<file path="src/hdl/assert_macros.svh">
// Assertion helpers for the concurrent checks in the RTL.
`ifndef ASSERT_MACROS_SVH
`define ASSERT_MACROS_SVH

`ifndef SYNTHESIS

// Check that the consequent holds in the same cycle as the antecedent.
`define ASSERT_SAME(label, clk, rst, ante, cons) \
   label: assert property (@(posedge clk) disable iff (rst) (ante) |-> (cons)) \
      else $error("%m: check failed");

// Check that the consequent holds in the cycle after the antecedent.
`define ASSERT_NEXT(label, clk, rst, ante, cons) \
   label: assert property (@(posedge clk) disable iff (rst) (ante) |=> (cons)) \
      else $error("%m: check failed");

`else

`define ASSERT_SAME(label, clk, rst, ante, cons)
`define ASSERT_NEXT(label, clk, rst, ante, cons)

`endif

`endif

</file>
<file path="src/hdl/hypm_pkg.sv">
package hypm_pkg;

   // Leg width; the root comes out at the same width.
   localparam int LEG_BITS  = 16;
   localparam int SUM_BITS  = 2 * LEG_BITS;
   localparam int REM_BITS  = LEG_BITS + 1;
   localparam int WORK_BITS = REM_BITS + 2;
   localparam int CNT_BITS  = $clog2(LEG_BITS + 1);

   typedef enum logic [1:0] {
      ST_IDLE,
      ST_SQUARE,
      ST_ROOT
   } state_type;

   typedef struct packed {
      logic                done;
      logic [SUM_BITS-1:0] sum;
   } sumsq_status_type;

   typedef struct packed {
      logic                done;
      logic [LEG_BITS-1:0] root;
   } sqrt_status_type;

endpackage

</file>
<file path="src/hdl/hypm_sumsq.sv">
module hypm_sumsq
   import hypm_pkg::*;
(
   input  logic                clock,
   input  logic                reset,
   input  logic                load,
   input  logic [LEG_BITS-2:0] leg_a,
   input  logic [LEG_BITS-2:0] leg_b,
   output sumsq_status_type    status
);

   logic [LEG_BITS-2:0] leg_a_ff, leg_a_in;
   logic [LEG_BITS-2:0] leg_b_ff, leg_b_in;
   logic [SUM_BITS-1:0] sum_ff, sum_in;
   logic                run_ff, run_in;
   logic                second_ff, second_in;
   logic                done_ff, done_in;
   logic [LEG_BITS-2:0] mul_op;
   logic [SUM_BITS-1:0] product;

   // Share one squarer: first leg a, then leg b
   assign mul_op  = second_ff ? leg_b_ff : leg_a_ff;
   assign product = SUM_BITS'(mul_op) * SUM_BITS'(mul_op);

   always_comb begin
      leg_a_in  = leg_a_ff;
      leg_b_in  = leg_b_ff;
      sum_in    = sum_ff;
      run_in    = run_ff;
      second_in = second_ff;
      done_in   = 1'b0;
      if (load) begin
         leg_a_in  = leg_a;
         leg_b_in  = leg_b;
         run_in    = 1'b1;
         second_in = 1'b0;
      end else if (run_ff) begin
         if (!second_ff) begin
            sum_in    = product;
            second_in = 1'b1;
         end else begin
            sum_in  = sum_ff + product;
            run_in  = 1'b0;
            done_in = 1'b1;
         end
      end
   end

   always_ff @(posedge clock) begin
      if (reset) begin
         run_ff    <= 1'b0;
         second_ff <= 1'b0;
         done_ff   <= 1'b0;
      end else begin
         run_ff    <= run_in;
         second_ff <= second_in;
         done_ff   <= done_in;
      end
   end

   always_ff @(posedge clock) begin
      leg_a_ff <= leg_a_in;
      leg_b_ff <= leg_b_in;
      sum_ff   <= sum_in;
   end

   assign status.done = done_ff;
   assign status.sum  = sum_ff;

endmodule

</file>
<file path="src/hdl/hypm_sqrt.sv">
module hypm_sqrt
   import hypm_pkg::*;
(
   input  logic                clock,
   input  logic                reset,
   input  logic                load,
   input  logic [SUM_BITS-1:0] radicand,
   output sqrt_status_type     status
);

   logic [SUM_BITS-1:0] rad_ff, rad_in;
   logic [REM_BITS-1:0] rem_ff, rem_in;
   logic [LEG_BITS-1:0] root_ff, root_in;
   logic [CNT_BITS-1:0] cnt_ff, cnt_in;
   logic                done_ff, done_in;
   logic [WORK_BITS-1:0] rem_shift;
   logic [WORK_BITS-1:0] trial;
   logic                 fits;

   // Bring down the next two radicand bits and test root*4+1
   assign rem_shift = {rem_ff, rad_ff[SUM_BITS-1 -: 2]};
   assign trial     = {1'b0, root_ff, 2'b01};
   assign fits      = (rem_shift >= trial);

   always_comb begin
      rad_in  = rad_ff;
      rem_in  = rem_ff;
      root_in = root_ff;
      cnt_in  = cnt_ff;
      done_in = 1'b0;
      if (load) begin
         rad_in  = radicand;
         rem_in  = '0;
         root_in = '0;
         cnt_in  = CNT_BITS'(LEG_BITS);
      end else if (cnt_ff != '0) begin
         rad_in  = {rad_ff[SUM_BITS-3:0], 2'b00};
         rem_in  = fits ? REM_BITS'(rem_shift - trial) : REM_BITS'(rem_shift);
         root_in = {root_ff[LEG_BITS-2:0], fits};
         cnt_in  = cnt_ff - 1'b1;
         done_in = (cnt_ff == CNT_BITS'(1));
      end
   end

   always_ff @(posedge clock) begin
      if (reset) begin
         cnt_ff  <= '0;
         done_ff <= 1'b0;
      end else begin
         cnt_ff  <= cnt_in;
         done_ff <= done_in;
      end
   end

   always_ff @(posedge clock) begin
      rad_ff  <= rad_in;
      rem_ff  <= rem_in;
      root_ff <= root_in;
   end

   assign status.done = done_ff;
   assign status.root = root_ff;

endmodule

</file>
<file path="src/hdl/hypotenuse_magnitude_core.sv">
// Each accepted item passes the leg load, leg a then leg b on the shared squarer,
// the root load, the 16 steps of the bit-serial root and the result register.
// Busy holds from the accepted start to the result beat; a new item waits until then.
// An item with a zero or negative leg is taken while idle and yields no beat.
// Reset (synchronous, active high) returns the block to idle; results are never stalled.
`include "assert_macros.svh"

module hypotenuse_magnitude_core
   import hypm_pkg::*;
(
   input  logic                clock,
   input  logic                reset,
   input  logic                start,
   output logic                busy,
   input  logic [LEG_BITS-1:0] req_leg_a,
   input  logic [LEG_BITS-1:0] req_leg_b,
   output logic                rsp_valid,
   output logic [LEG_BITS-1:0] rsp_hypotenuse
);

   state_type            state_ff, state_in;
   logic                 rsp_valid_ff, rsp_valid_in;
   logic [LEG_BITS-1:0]  rsp_hyp_ff, rsp_hyp_in;
   logic                 accept;
   logic                 legs_ok;
   logic                 sumsq_load;
   logic                 sqrt_load;
   sumsq_status_type     sumsq_stat;
   sqrt_status_type      sqrt_stat;

   assign accept  = start && !busy;
   assign legs_ok = (req_leg_a != '0) && !req_leg_a[LEG_BITS-1]
                 && (req_leg_b != '0) && !req_leg_b[LEG_BITS-1];

   hypm_sumsq u_sumsq (
      .clock  (clock),
      .reset  (reset),
      .load   (sumsq_load),
      .leg_a  (req_leg_a[LEG_BITS-2:0]),
      .leg_b  (req_leg_b[LEG_BITS-2:0]),
      .status (sumsq_stat)
   );

   hypm_sqrt u_sqrt (
      .clock    (clock),
      .reset    (reset),
      .load     (sqrt_load),
      .radicand (sumsq_stat.sum),
      .status   (sqrt_stat)
   );

   // Sequence square, root and result beat; drop items with a nonpositive leg
   always_comb begin
      state_in     = state_ff;
      rsp_valid_in = 1'b0;
      rsp_hyp_in   = rsp_hyp_ff;
      sumsq_load   = 1'b0;
      sqrt_load    = 1'b0;
      unique case (state_ff)
         ST_IDLE: begin
            if (accept && legs_ok) begin
               sumsq_load = 1'b1;
               state_in   = ST_SQUARE;
            end
         end
         ST_SQUARE: begin
            if (sumsq_stat.done) begin
               sqrt_load = 1'b1;
               state_in  = ST_ROOT;
            end
         end
         ST_ROOT: begin
            if (sqrt_stat.done) begin
               rsp_valid_in = 1'b1;
               rsp_hyp_in   = sqrt_stat.root;
               state_in     = ST_IDLE;
            end
         end
         default: begin
            state_in = ST_IDLE;
         end
      endcase
   end

   always_ff @(posedge clock) begin
      if (reset) begin
         state_ff     <= ST_IDLE;
         rsp_valid_ff <= 1'b0;
      end else begin
         state_ff     <= state_in;
         rsp_valid_ff <= rsp_valid_in;
      end
   end

   always_ff @(posedge clock) begin
      rsp_hyp_ff <= rsp_hyp_in;
   end

   assign busy           = (state_ff != ST_IDLE);
   assign rsp_valid      = rsp_valid_ff;
   assign rsp_hypotenuse = rsp_hyp_ff;

   `ASSERT_SAME(a_beat_when_idle, clock, reset, rsp_valid, !busy)
   `ASSERT_SAME(a_beat_nonzero, clock, reset, rsp_valid, rsp_hypotenuse != '0)
   `ASSERT_NEXT(a_drop_bad_legs, clock, reset, accept && !legs_ok, !busy && !rsp_valid)
   `ASSERT_SAME(a_root_in_state, clock, reset, sqrt_stat.done, state_ff == ST_ROOT)

endmodule
</file>
<file path="config.mk">
export PLATFORM = sky130hd
export DESIGN_NAME = hypotenuse_magnitude_core
export DESIGN_NICKNAME = d
export VERILOG_FILES = /design/src/hdl/hypm_pkg.sv /design/src/hdl/hypm_sumsq.sv /design/src/hdl/hypm_sqrt.sv /design/src/hdl/hypotenuse_magnitude_core.sv
export VERILOG_INCLUDE_DIRS = /design/src /design/src/hdl
export SDC_FILE = /design/constraint.sdc
export NUM_CORES = 1
export LEC_CHECK = 0
export ABC_CLOCK_PERIOD_IN_PS = 13500
export BUFFER_PORTS_ARGS = -buffer_cell sky130_fd_sc_hd__buf_2
export CAP_MARGIN = 25
export CORE_MARGIN = 2
export CORE_UTILIZATION = 42
export DETAILED_ROUTE_END_ITERATION = 6
export GPL_TIMING_DRIVEN = 0
export PLACE_DENSITY_LB_ADDON = 0.1
export SYNTH_ARGS = -nofsm -noshare
export SYNTH_HDL_FRONTEND = slang
export SYNTH_HIERARCHICAL = 1
export SYNTH_SLANG_ARGS = --single-unit
</file>
<file path="constraint.sdc">
create_clock -name clock -period 13.5 [get_ports clock]
set_clock_uncertainty 0.05 [all_clocks]
set_input_delay 0.675 -clock clock [delete_from_list [all_inputs] [get_ports clock]]
set_output_delay 0.675 -clock clock [all_outputs]
set_load 0.03 [all_outputs]
</file>
---- Word level (Yosys, flattened, before mapping) ----
Cells that the tools add are included.
storage, ports and cells
  register bits after elaboration ......... 155
  bits in latches ......................... 0
  RAM bits ................................ 0
  ROM bits ................................ 0
  input bits .............................. 35
  output and inout bits ................... 18
  word-level logic and storage cells ...... 73
  memories kept ........................... 0
cells by class
  add/sub/neg operators ................... 3
  multiply operators ...................... 1
  div/mod/pow operators ................... 0
  magnitude comparators ................... 1
  eq/ne operators ......................... 6
  shift operators ......................... 0
  multiplexer cells ....................... 20
  bitwise logic cells ..................... 4
  reductions and logical operators ........ 22
operators by type and width
  cell                   number
  $mux W32               2
  $add A32 B30 Y32       1
  $reduce_bool A16 Y1    2
  $mul A15 B15 Y30       1
  $mux W30               1
  $ge A19 B18 Y1         1
  $mux W17               1
  $sub A17 B17 Y17       1
  $mux W15               1
  $mux W5                2
  $mux W1                9
  $mux W2                3
  $pmux W2 S3            1
  $reduce_or A2 Y1       3
  $reduce_or A3 Y1       2
  $eq A5 B1 Y1 const B   1
  $logic_and A1 B1 Y1    5
  $reduce_bool A5 Y1     1
  $sub A5 B1 Y5 const B  1
  $ne A2 B1 Y1 const B   2
  $not A1 Y1             4
  $reduce_and A2 Y1      2
  $reduce_bool A2 Y1     2
  $logic_not A1 Y1       3
  5 further kinds        5

---- Longest topological paths before layout ----
Gate-level depths: netlist of the first run.
  depth after elaboration ................. 9
  gate-level depth with buffers ........... 37
  mapped depth without buffers ............ 34

---- Hierarchy ----
The synthesis of the first run kept the hierarchy.
modules (own cells, without submodules)
  module                     instances  cells an instance  area each (um2)  sequential area each (um2)
  hypm_sumsq                 1          1,084              10,256.1         1,921.8
  hypm_sqrt                  1          410                3,996.3          1,741.7
  hypotenuse_magnitude_core  1          41                 703.2            540.5

---- Least setup slack after synthesis of the first run ----
OpenSTA, ideal clock, no wires.
  kind .................................... reg-to-reg
  start ................................... reg u_sumsq.second_ff
  end ..................................... reg u_sumsq.sum_ff[25] (data pin)
  setup time .............................. 0.260 ns
  arrival ................................. 8.414 ns
  required time ........................... 13.190 ns
  path slack .............................. 4.776 ns
  cell stages (with the launch flop) ...... 32
  path buffers ............................ 3
  clock period less this slack ............ 8.724 ns
  cell sequence ........................... dfxtp_1 clkbuf_1 clkbuf_1 mux2i_1 clkinv_1 nand2_1 fa_1 fa_1 inv_1 fa_1 fa_1 fa_1 inv_1 fa_1 inv_1 ha_1 a21oi_1 o21ai_0 o41ai_4 o21ai_1 a21o_1 a21oi_1 xnor2_1 ha_1 clkbuf_1 inv_1 o21bai_1 a21o_1 or4b_1 a41oi_2 xnor2_1 mux2_4
on the way
  longest elaborated chain between the ends .. 4
RTL lines
  item                    line              text
  from (decl)             hypm_sumsq.sv:16  logic second_ff, second_in;
  from (signal assigned)  hypm_sumsq.sv:56  second_ff <= second_in;
  $mux W15                hypm_sumsq.sv:22  assign mul_op = second_ff ? leg_b_ff : leg_a_ff;
  $mul A15 B15 Y30        hypm_sumsq.sv:23  assign product = SUM_BITS'(mul_op) * SUM_BITS'(mul_op);
  $add A32 B30 Y32        hypm_sumsq.sv:42  sum_in = sum_ff + product;
  $mux W30 (*)            hypm_sumsq.sv:38  if (!second_ff) begin
  to (signal assigned)    hypm_sumsq.sv:64  sum_ff <= sum_in;
  to (decl)               hypm_sumsq.sv:14  logic [SUM_BITS-1:0] sum_ff, sum_in;
Mark *: on every way between the ends. The rest lies on a longest branch, timed or not.
A chain may end at the register's enable or synchronous reset.

---- Worst setup path after layout of the first run ----
  start ................................... reg u_sumsq.second_ff
  end ..................................... reg u_sumsq.sum_ff[29] (data pin)
The elaborated chain is that of the path after synthesis.

==> flow_metrics.py, run 1 <==
metrics = {
    "layout": {
        "filler_cell_count": 3432,
        "final_cell_mix": "237 x inv_1, 141 x ha_1, 138 x fa_1",
        "n_antenna_cell": 0,
        "layout_commonest_cell": "inv_1",
        "postLayoutCoreUtil_pct": 46.6,
        "num-nets-final": 1924,
        "area_delta_synth_final_pct": 10.1,
        "drive_above_1_share_pct": 10.8,
    },
    "setup_path": {
        "slowest_stage": "mux2i_1",
        "cpMostUsedCell": "fa_1",
        "ff2ff_setup_slack_ps": 3010,
        "cp.required_ps": 13650,
        "max_stage_delay_ps": 830,
        "endpoint_kind": "register",
        "critPathLaunchType": "register",
        "crit_type": "reg -> reg",
        "timing.rr.start": "u_sumsq/second_ff$_SDFFE_PP0P_",
        "timing.rr.end": "u_sumsq/sum_ff[29]$_DFFE_PP_",
        "arrival_ps": 10640,
        "cp_max_fo": 10,
        "reg2reg_depth": 32,
    },
    "placed_design": {
        "io_buffer_count": 52,
        "hpwlAfterDp_microns": 29600,
        "gp_congestion": 0.845,
    },
    "routing": {
        "avgRoutedWirePerCell_microns": 17.9,
        "routed_via_density": 5.35,
        "ant_nets": 0,
        "num_vias": 11100,
        "drcViolationCount": 0,
        "drt_iter0_markers": 574,
        "wl_microns": 37200,
        "dr.pass1.iters": 5,
    },
    "grt": {
        "first_global_vias": 11200,
        "antenna_found_initial": 2,
        "grt_max_degree": 33,
        "grtUsageTotal_pct": 21.3,
        "gr-total-overflow": 0,
        "grt_pass1_wl_microns": 60200,
    },
    "cts": {
        "clk_pin_slew_ps": 70,
        "tritoncts": "built",
        "cts_setup_buffers": 0,
        "cts_resized": 0,
        "cts.sinks": 155,
        "insertion_delay_ps": 460,
        "root_buffer": "clkbuf_16",
        "clk_path_buf_depth": 2,
        "cts-buffers-inserted": 17,
        "cts_max_level": 4,
        "hold_buffers": 0,
    },
    "synth": {
        "syn_inst": 1535,
        "synth_area_sq_mm": 0.0150,
        "ys.warnings.count": 6,
        "synth-edff-count": 110,
        "synth_nets": 1849,
        "avgSynthCellArea_sq_um": 9.74,
        "synth.distinct_cells": 86,
        "async_flop_share_pct": 0,
        "yosysSeqAreaShare_pct": 28.1,
        "ys.flop_type": "edfxtp_1",
        "yosys_register_bits": 155,
    },
    "timing": {
        "setup_violations": 0,
        "max_slew_margin_pct": 30.4,
        "rsz0062_at_grt": "no",
        "finalSetupTns_ps": 0,
        "finalCritPeriodShare_pct": 77.7,
        "report.final.slew_viol_count": 0,
        "final-hold-violation-count": 0,
        "fmax_mhz": 95.3,
        "tightest_slew_ps": 1010,
        "fin_hold_ws_ps": 363,
        "finalCriticalPeriod_ps": 10490,
    },
    "floorplan": {
        "core.rowCount": 69,
        "core-area_sq_mm": 0.0353,
        "io_pins": 53,
        "die-area_sq_mm": 0.0371,
        "die_w_microns": 193,
        "start_util_pct": 42.4,
        "die_h_microns": 193,
    },
    "run_status": {
        "status": "finished clean",
    },
    "flow_run": {
        "drv_cap": 0,
    },
    "min_path": {
        "holdPathStages": 1,
        "hold_start": "req_leg_a[5]",
        "min_path_type": "in -> reg",
        "min_to": "u_sumsq/leg_a_ff[5]$_DFFE_PP_",
    },
}
[layout make-up]
class                   count  area [sq um]  share of cell area [%]
multi-input cells        1093          9670                    58.7
repair buffers             56           318                    1.93
flip-flops and latches    155          4200                    25.5
clock inverters            15           173                    1.05
inverters                 242           908                    5.52
clock buffers              17           425                    2.58
plain buffers              45           186                    1.13
well taps                 461           577                    3.50
[synthesized netlist by cell type (3+ instances only)]
cell type / number / area, sq um
a2111oi_0: 5 / 43.8
a211o_1: 4 / 35.0
a211oi_1: 18 / 135
a211oi_2: 3 / 37.5
a21o_1: 32 / 240
a21oi_1: 84 / 420
a31oi_1: 10 / 62.6
a41oi_1: 3 / 26.3
and2_1: 6 / 37.5
and3_1: 17 / 106
and4_1: 3 / 26.3
clkbuf_1: 38 / 143
clkinv_1: 5 / 18.8
dfxtp_1: 45 / 901
edfxtp_1: 110 / 3300
fa_1: 138 / 2760
ha_1: 141 / 1760
inv_1: 237 / 890
mux2_2: 56 / 631
mux2i_1: 17 / 170
nand2_1: 135 / 507
nand2b_1: 10 / 62.6
nand3_1: 20 / 100
nand3b_1: 3 / 22.5
nand4_1: 11 / 68.8
nand4b_1: 3 / 26.3
nor2_1: 122 / 458
nor2b_1: 13 / 81.3
nor3_1: 14 / 70.1
nor3b_1: 3 / 22.5
nor4_1: 12 / 75.1
o211ai_1: 5 / 37.5
o21a_1: 14 / 105
o21ai_0: 39 / 195
o21ai_1: 11 / 55.1
o21bai_1: 4 / 30.0
o22ai_1: 5 / 31.3
o31a_1: 5 / 43.8
o31ai_1: 5 / 37.5
or2_2: 4 / 25.0
or3_1: 4 / 25.0
xnor2_1: 48 / 420
xor2_1: 20 / 175
[per-stage QoR]
step                      std cells  cell area (sq um)  setup slack [ps]
after floorplan                1535              15000              4780
after global placement         2048              15800              2950
after detailed placement       2052              15900              2970
after CTS                      2084              16500              2920
after global routing           2084              16500              2480
final                          2084              16500              3010
[kinds of logic after synthesis]
family	count (synthesis)	share of synthesized area (%)
buffers and inverters	287	7.32
and+or+nand+nor	395	12.4
DFF	155	28.1
AOI/OAI and AO/OA	277	12.4
adders and majority gates	279	30.3
xor gates and xnor gates	68	3.98
muxes	74	5.45
[worst max path at each step]
stage / start / endpoint / depth (start not counted)
after CTS: u_sumsq/second_ff$_SDFFE_PP0P_ / u_sumsq/sum_ff[29]$_DFFE_PP_ / 32
after detailed placement: u_sumsq/second_ff$_SDFFE_PP0P_ / u_sumsq/sum_ff[29]$_DFFE_PP_ / 32
after floorplan: u_sumsq/second_ff$_SDFFE_PP0P_ / u_sumsq/sum_ff[25]$_DFFE_PP_ / 31
after global routing: u_sumsq/second_ff$_SDFFE_PP0P_ / u_sumsq/sum_ff[29]$_DFFE_PP_ / 32
final: u_sumsq/second_ff$_SDFFE_PP0P_ / u_sumsq/sum_ff[29]$_DFFE_PP_ / 32
after global placement: u_sumsq/second_ff$_SDFFE_PP0P_ / u_sumsq/sum_ff[29]$_DFFE_PP_ / 32
[metal layers]
layer | vias to the layer above | track usage, % | share of wire [%]
li1 | 5390 | - | -
met1 | 5513 | 27.5 | 44
met2 | 194 | 36.6 | 50
met3 | 50 | 3.06 | 3.4
met4 | 0 | 7.05 | 2.3
met5 | - | 0 | 0
[worst max-delay path: cells and delay by family, from the launching register on]
family                     cells  cell delay, ps
and+or+nand+nor                2             850
DFF                            1             310
muxes                          1             830
xor gates and xnor gates       2             390
adders and majority gates      8            3750
buffers and inverters          8            1940
AOI/OAI and AO/OA             11            2100
[sequential cells by signal, summed over array words and instances, names as in the netlist]
| signal | count |
|---|---|
| rsp_hypotenuse | 16 |
| rsp_valid | 1 |
| state_ff | 2 |
| u_sqrt/cnt_ff | 5 |
| u_sqrt/done_ff | 1 |
| u_sqrt/rad_ff | 32 |
| u_sqrt/rem_ff | 17 |
| u_sqrt/root_ff | 16 |
| u_sumsq/done_ff | 1 |
| u_sumsq/leg_a_ff | 15 |
| u_sumsq/leg_b_ff | 15 |
| u_sumsq/run_ff | 1 |
| u_sumsq/second_ff | 1 |
| u_sumsq/sum_ff | 32 |
Power of run 1 is not shown: default switching activity piles up to over one toggle a cycle in this logic, so the estimate is an artifact.
==> inputs of run 2 (changes only) <==
- ABC_CLOCK_PERIOD_IN_PS: 13500 -> 9360
- clock period: 13.5 -> 9.36 ns (I/O delays scaled with it)
==> run 2 against run 1 <==
Against the previous run:
- routed wire length is 0.92% higher
- worst setup slack worse by 2600 ps
- final area is 1.3% higher
- sequential cell count stayed put
- critical path type unchanged
==> flow_metrics.py, run 2 (synthesized netlist as in run 1, its figures left out) <==
metrics = {
    "cts": {
        "cts-buffers-inserted": 17,
        "insertion_delay_ps": 460,
        "cts.sinks": 155,
        "clk_path_buf_depth": 2,
        "cts_max_level": 4,
        "root_buffer": "clkbuf_16",
        "hold_buffers": 0,
        "clk_pin_slew_ps": 70,
        "tritoncts": "built",
    },
    "timing": {
        "report.final.slew_viol_count": 0,
        "tightest_slew_ps": 966,
        "fmax_mhz": 112,
        "max_slew_margin_pct": 35.6,
        "finalCritPeriodShare_pct": 95.4,
        "setup_violations": 0,
        "finalCriticalPeriod_ps": 8930,
        "final-hold-violation-count": 0,
        "finalSetupTns_ps": 0,
        "fin_hold_ws_ps": 151,
    },
    "run_status": {
        "status": "finished clean",
    },
    "setup_path": {
        "crit_buf_inv": 7,
        "arrival_ps": 9080,
        "max_stage_delay_ps": 550,
        "cpMostUsedCell": "fa_1",
        "cp.depth": 31,
        "crit_type": "reg -> reg",
        "endpoint_kind": "register",
        "timing.rr.end": "u_sumsq/sum_ff[29]$_DFFE_PP_",
        "cp.required_ps": 9510,
        "crit_start": "u_sumsq/second_ff$_SDFFE_PP0P_",
        "cp_max_fo": 10,
        "ff2ff_setup_slack_ps": 430,
        "slowest_stage": "fa_1",
        "crit_end": "u_sumsq/sum_ff[29]$_DFFE_PP_",
        "timing.rr.start": "u_sumsq/second_ff$_SDFFE_PP0P_",
        "critPathLaunchType": "register",
        "reg2reg_depth": 31,
        "path_delay_family": "adder cells",
    },
    "grt": {
        "gr-total-overflow": 0,
        "grt_max_degree": 33,
        "grt_pass1_wl_microns": 60400,
        "grtUsageTotal_pct": 21.4,
        "antenna_found_initial": 2,
        "first_global_vias": 11300,
    },
    "routing": {
        "avgRoutedWirePerCell_microns": 17.9,
        "drt_iter0_markers": 564,
        "routed_via_density": 5.33,
        "num_vias": 11200,
        "drcViolationCount": 0,
        "dr.pass1.iters": 5,
        "ant_nets": 0,
        "wl_microns": 37600,
    },
    "placed_design": {
        "dp_cells": 2052,
        "gp_congestion": 0.845,
        "io_buffer_count": 52,
        "hpwlAfterDp_microns": 29600,
    },
    "layout": {
        "n_antenna_cell": 0,
        "drive_above_1_share_pct": 12.9,
        "layoutNonFillerInstCount": 2093,
        "num-nets-final": 1933,
        "area_delta_synth_final_pct": 11.5,
        "top_regs": "u_sqrt/rad_ff: 32 flops, u_sumsq/sum_ff: 32 flops, u_sqrt/rem_ff: 17 flops",
        "layout_commonest_cell": "inv_1",
        "final_cell_mix": "233 x inv_1, 141 x ha_1, 138 x fa_1",
    },
    "floorplan": {
        "core-area_sq_mm": 0.0353,
        "die-area_sq_mm": 0.0371,
        "io_pins": 53,
        "die_h_microns": 193,
        "start_util_pct": 42.4,
        "die_w_microns": 193,
        "core.rowCount": 69,
    },
    "flow_run": {
        "drv_cap": 0,
    },
    "min_path": {
        "min_path_type": "in -> reg",
    },
}
-- run 2: cell count changes in the layout (fill, tap and decap cells not counted), moves of 2 or more --
| cell | change |
|---|---|
| clkbuf_1 | -8 |
| clkinv_1 | -4 |
| inv_1 | -4 |
| mux2i_1 | -6 |
| mux2i_4 | +3 |
| mux2_4 | +2 |
| mux2_2 | -2 |
| clkinvlp_4 | +7 |
| mux2i_2 | +3 |
| buf_2 | +2 |
| buf_4 | +11 |
-- run 2: worst min-delay path by stage --
stage                                         start  slack (ps)                             end  cells after the start
global route                           req_leg_a[5]         130   u_sumsq/leg_a_ff[5]$_DFFE_PP_                      1
finish                                 req_leg_a[5]         150   u_sumsq/leg_a_ff[5]$_DFFE_PP_                      1
detailed placement   u_sqrt/rem_ff[15]$_SDFFE_PP0P_         410  u_sqrt/rem_ff[15]$_SDFFE_PP0P_                      2
CTS                                    req_leg_a[5]         120   u_sumsq/leg_a_ff[5]$_DFFE_PP_                      1
global placement     u_sqrt/rem_ff[15]$_SDFFE_PP0P_         400  u_sqrt/rem_ff[15]$_SDFFE_PP0P_                      2
floorplan           u_sqrt/root_ff[15]$_SDFFE_PP0P_         380    rsp_hypotenuse[15]$_DFFE_PP_                      0
-- run 2: stage by stage --
step	util, %	setup slack [ps]	instance area [sq um]
floorplan	-	636	15000
global placement	44.7	-1190	15800
detailed placement	44.9	-1170	15900
CTS	46.9	6.99	16600
global route	47.2	-0.594	16700
finish	47.2	435	16700
-- run 2: worst register-to-register path: cells and delay by family, from the launching register on --
family          cells  cell delay, ps
mux                 1             440
flops               1             430
compound gates      9            1590
xor+xnor            2             320
simple gates        4            1150
buf+inv             7            1000
fa+ha+maj           8            3720
-- run 2: cell type report --
class / count / area, sq um
Buffer: 44 / 215
Clock buffer: 17 / 425
Clock inverter: 15 / 173
Fill cell: 3410 / 18600
Inverter: 242 / 936
Multi-Input combinational cell: 1093 / 9740
Sequential cell: 155 / 4210
Tap cell: 461 / 577
Timing Repair Buffer: 66 / 393
-- run 2: metal layers --
metal / track usage, % / part of all wire, % / vias to the layer above
li1: - / - / 5404
met4: 7.16 / 2.4 / 0
met1: 27.5 / 44 / 5529
met5: 0 / 0 / -
met3: 3.11 / 3.2 / 44
met2: 36.9 / 50 / 187
-- run 2: timing repair --
action	4_1_cts	5_1_grt
gates resized for setup	21	26
setup buffers	3	7
setup endpoints to repair	15	8
Power of run 2 is left out for the same reason.
==> inputs of run 3 (changes only) <==
- CELL_PAD_IN_SITES_DETAIL_PLACEMENT: default -> 0
- CELL_PAD_IN_SITES_GLOBAL_PLACEMENT: default -> 1
- PLACE_DENSITY_LB_ADDON: 0.1 -> 0.12
==> run 3 against run 2 <==
Against the previous run:
- routed wire length increased by 3.5%
- maximum frequency is 0.26% higher
- worst setup slack gained 23 ps
- first-iteration DRC count is 26% higher
- sequential share of layout area decreased by 0.10 points
- global-route usage rose by 1.1 points
- largest cell class unchanged
==> flow_metrics.py, run 3 (synthesized netlist as in run 1, its figures left out) <==
metrics = {
    "run_status": {
        "status": "finished clean",
    },
    "floorplan": {
        "core-area_sq_mm": 0.0353,
        "die_h_microns": 193,
        "die-area_sq_mm": 0.0371,
        "io_pins": 53,
        "die_w_microns": 193,
        "start_util_pct": 42.4,
        "core.rowCount": 69,
    },
    "layout": {
        "area_delta_synth_final_pct": 11.9,
        "layout_commonest_cell": "inv_1",
        "num-nets-final": 1929,
        "multi_input_area_sq_mm": 0.00976,
        "layoutNonFillerInstCount": 2089,
        "filler_cell_count": 3404,
        "top_regs": "u_sqrt/rad_ff: 32 flops, u_sumsq/sum_ff: 32 flops, u_sqrt/rem_ff: 17 flops",
        "ff_latch_area_sq_mm": 0.00421,
        "drive_above_1_share_pct": 12.7,
        "n_antenna_cell": 0,
        "final_cell_mix": "234 x inv_1, 141 x ha_1, 138 x fa_1",
    },
    "cts": {
        "cts-buffers-inserted": 17,
        "hold_buffers": 0,
        "clk_path_buf_depth": 2,
        "cts.sinks": 155,
        "insertion_delay_ps": 450,
        "root_buffer": "clkbuf_16",
        "tritoncts": "built",
        "clk_pin_slew_ps": 70,
        "cts_max_level": 4,
    },
    "routing": {
        "num_vias": 11100,
        "wl_microns": 38900,
        "drcViolationCount": 0,
        "avgRoutedWirePerCell_microns": 18.6,
        "drt_iter0_markers": 711,
        "routed_via_density": 5.33,
        "ant_nets": 0,
        "dr.pass1.iters": 7,
    },
    "setup_path": {
        "cp.required_ps": 9510,
        "max_stage_delay_ps": 580,
        "ff2ff_setup_slack_ps": 460,
        "slowest_stage": "or4b_1",
        "timing.rr.start": "u_sumsq/second_ff$_SDFFE_PP0P_",
        "cp.depth": 33,
        "crit_type": "reg -> reg",
        "path_delay_family": "adder cells",
        "crit_start": "u_sumsq/second_ff$_SDFFE_PP0P_",
        "endpoint_kind": "register",
        "crit_buf_inv": 9,
        "reg2reg_depth": 33,
        "arrival_ps": 9060,
        "critPathLaunchType": "register",
        "cpMostUsedCell": "inv_1",
        "cp_max_fo": 10,
        "crit_end": "u_sumsq/sum_ff[29]$_DFFE_PP_",
        "timing.rr.end": "u_sumsq/sum_ff[29]$_DFFE_PP_",
    },
    "timing": {
        "finalCriticalPeriod_ps": 8900,
        "final-hold-violation-count": 0,
        "finalCritPeriodShare_pct": 95.1,
        "rsz0062_at_grt": "no",
        "max_slew_margin_pct": 41.8,
        "tightest_slew_ps": 865,
        "report.final.slew_viol_count": 0,
        "fmax_mhz": 112,
        "setup_violations": 0,
        "fin_hold_ws_ps": 161,
    },
    "placed_design": {
        "hpwlAfterDp_microns": 31100,
        "gp_congestion": 0.837,
        "dp_cells": 2053,
        "io_buffer_count": 52,
    },
    "flow_run": {
        "drv_cap": 0,
    },
    "min_path": {
        "min_path_type": "in -> reg",
    },
    "grt": {
        "grtUsageTotal_pct": 22.5,
        "first_global_vias": 11500,
        "grt_pass1_wl_microns": 63400,
        "grt_max_degree": 25,
        "gr-total-overflow": 0,
        "antenna_found_initial": 1,
    },
}
run 3: per-layer routing:
layer / routed length [microns] / global-route usage [%]
met5: 0 / 0
met4: 449 / 5.34
met3: 1730 / 3.86
met2: 17300 / 34.5
met1: 19400 / 32.9
run 3: stage by stage:
stage          cell area [sq um]  setup WS, ps  utilization (%)  TNS [ps]
2_1_floorplan              15000           636                -         0
3_3_place_gp               15800         -1330             44.7    -13380
3_5_place_dp               15900         -1370             45.0    -13940
4_1_cts                    16600          1.36             47.0         0
5_1_grt                    16700          3.49             47.4         0
6_report                   16700           458             47.4         0
run 3: worst min path at each step:
stage	from	end	slack, ps	cells after the start
floorplan	u_sqrt/root_ff[15]$_SDFFE_PP0P_	rsp_hypotenuse[15]$_DFFE_PP_	380	0
global placement	u_sqrt/root_ff[15]$_SDFFE_PP0P_	rsp_hypotenuse[15]$_DFFE_PP_	400	0
detailed placement	u_sqrt/rem_ff[15]$_SDFFE_PP0P_	u_sqrt/rem_ff[15]$_SDFFE_PP0P_	410	2
CTS	req_leg_a[12]	u_sumsq/leg_a_ff[12]$_DFFE_PP_	130	1
global route	req_leg_a[10]	u_sumsq/leg_a_ff[10]$_DFFE_PP_	140	1
finish	req_leg_a[12]	u_sumsq/leg_a_ff[12]$_DFFE_PP_	160	1
run 3: worst reg2reg max path, delay by kind of cell, from the launching register on:
family          cells  cell delay, ps
fa+ha+maj           8            3840
compound gates      9            1650
simple gates        4            1120
buf+inv             9             800
flops               1             440
mux                 1             390
xor+xnor            2             350
run 3: final cells by class:
class / count / area share (%)
well taps: 461 / 3.45
clock buffers: 20 / 2.99
multi-input cells: 1093 / 58.3
clock inverters: 12 / 0.942
plain buffers: 43 / 1.29
repair buffers: 63 / 2.31
inverters: 242 / 5.55
flip-flops and latches: 155 / 25.1
run 3: repair_timing:
item | in CTS | in global routing
gates resized for setup | 21 | 36
setup buffers | 0 | 6
pin swaps | 0 | 1
cloned | 0 | 0
hold endpoints to repair | 0 | 0
endpoints found under the setup margin | 18 | 9
Power of run 3 is left out for the same reason.
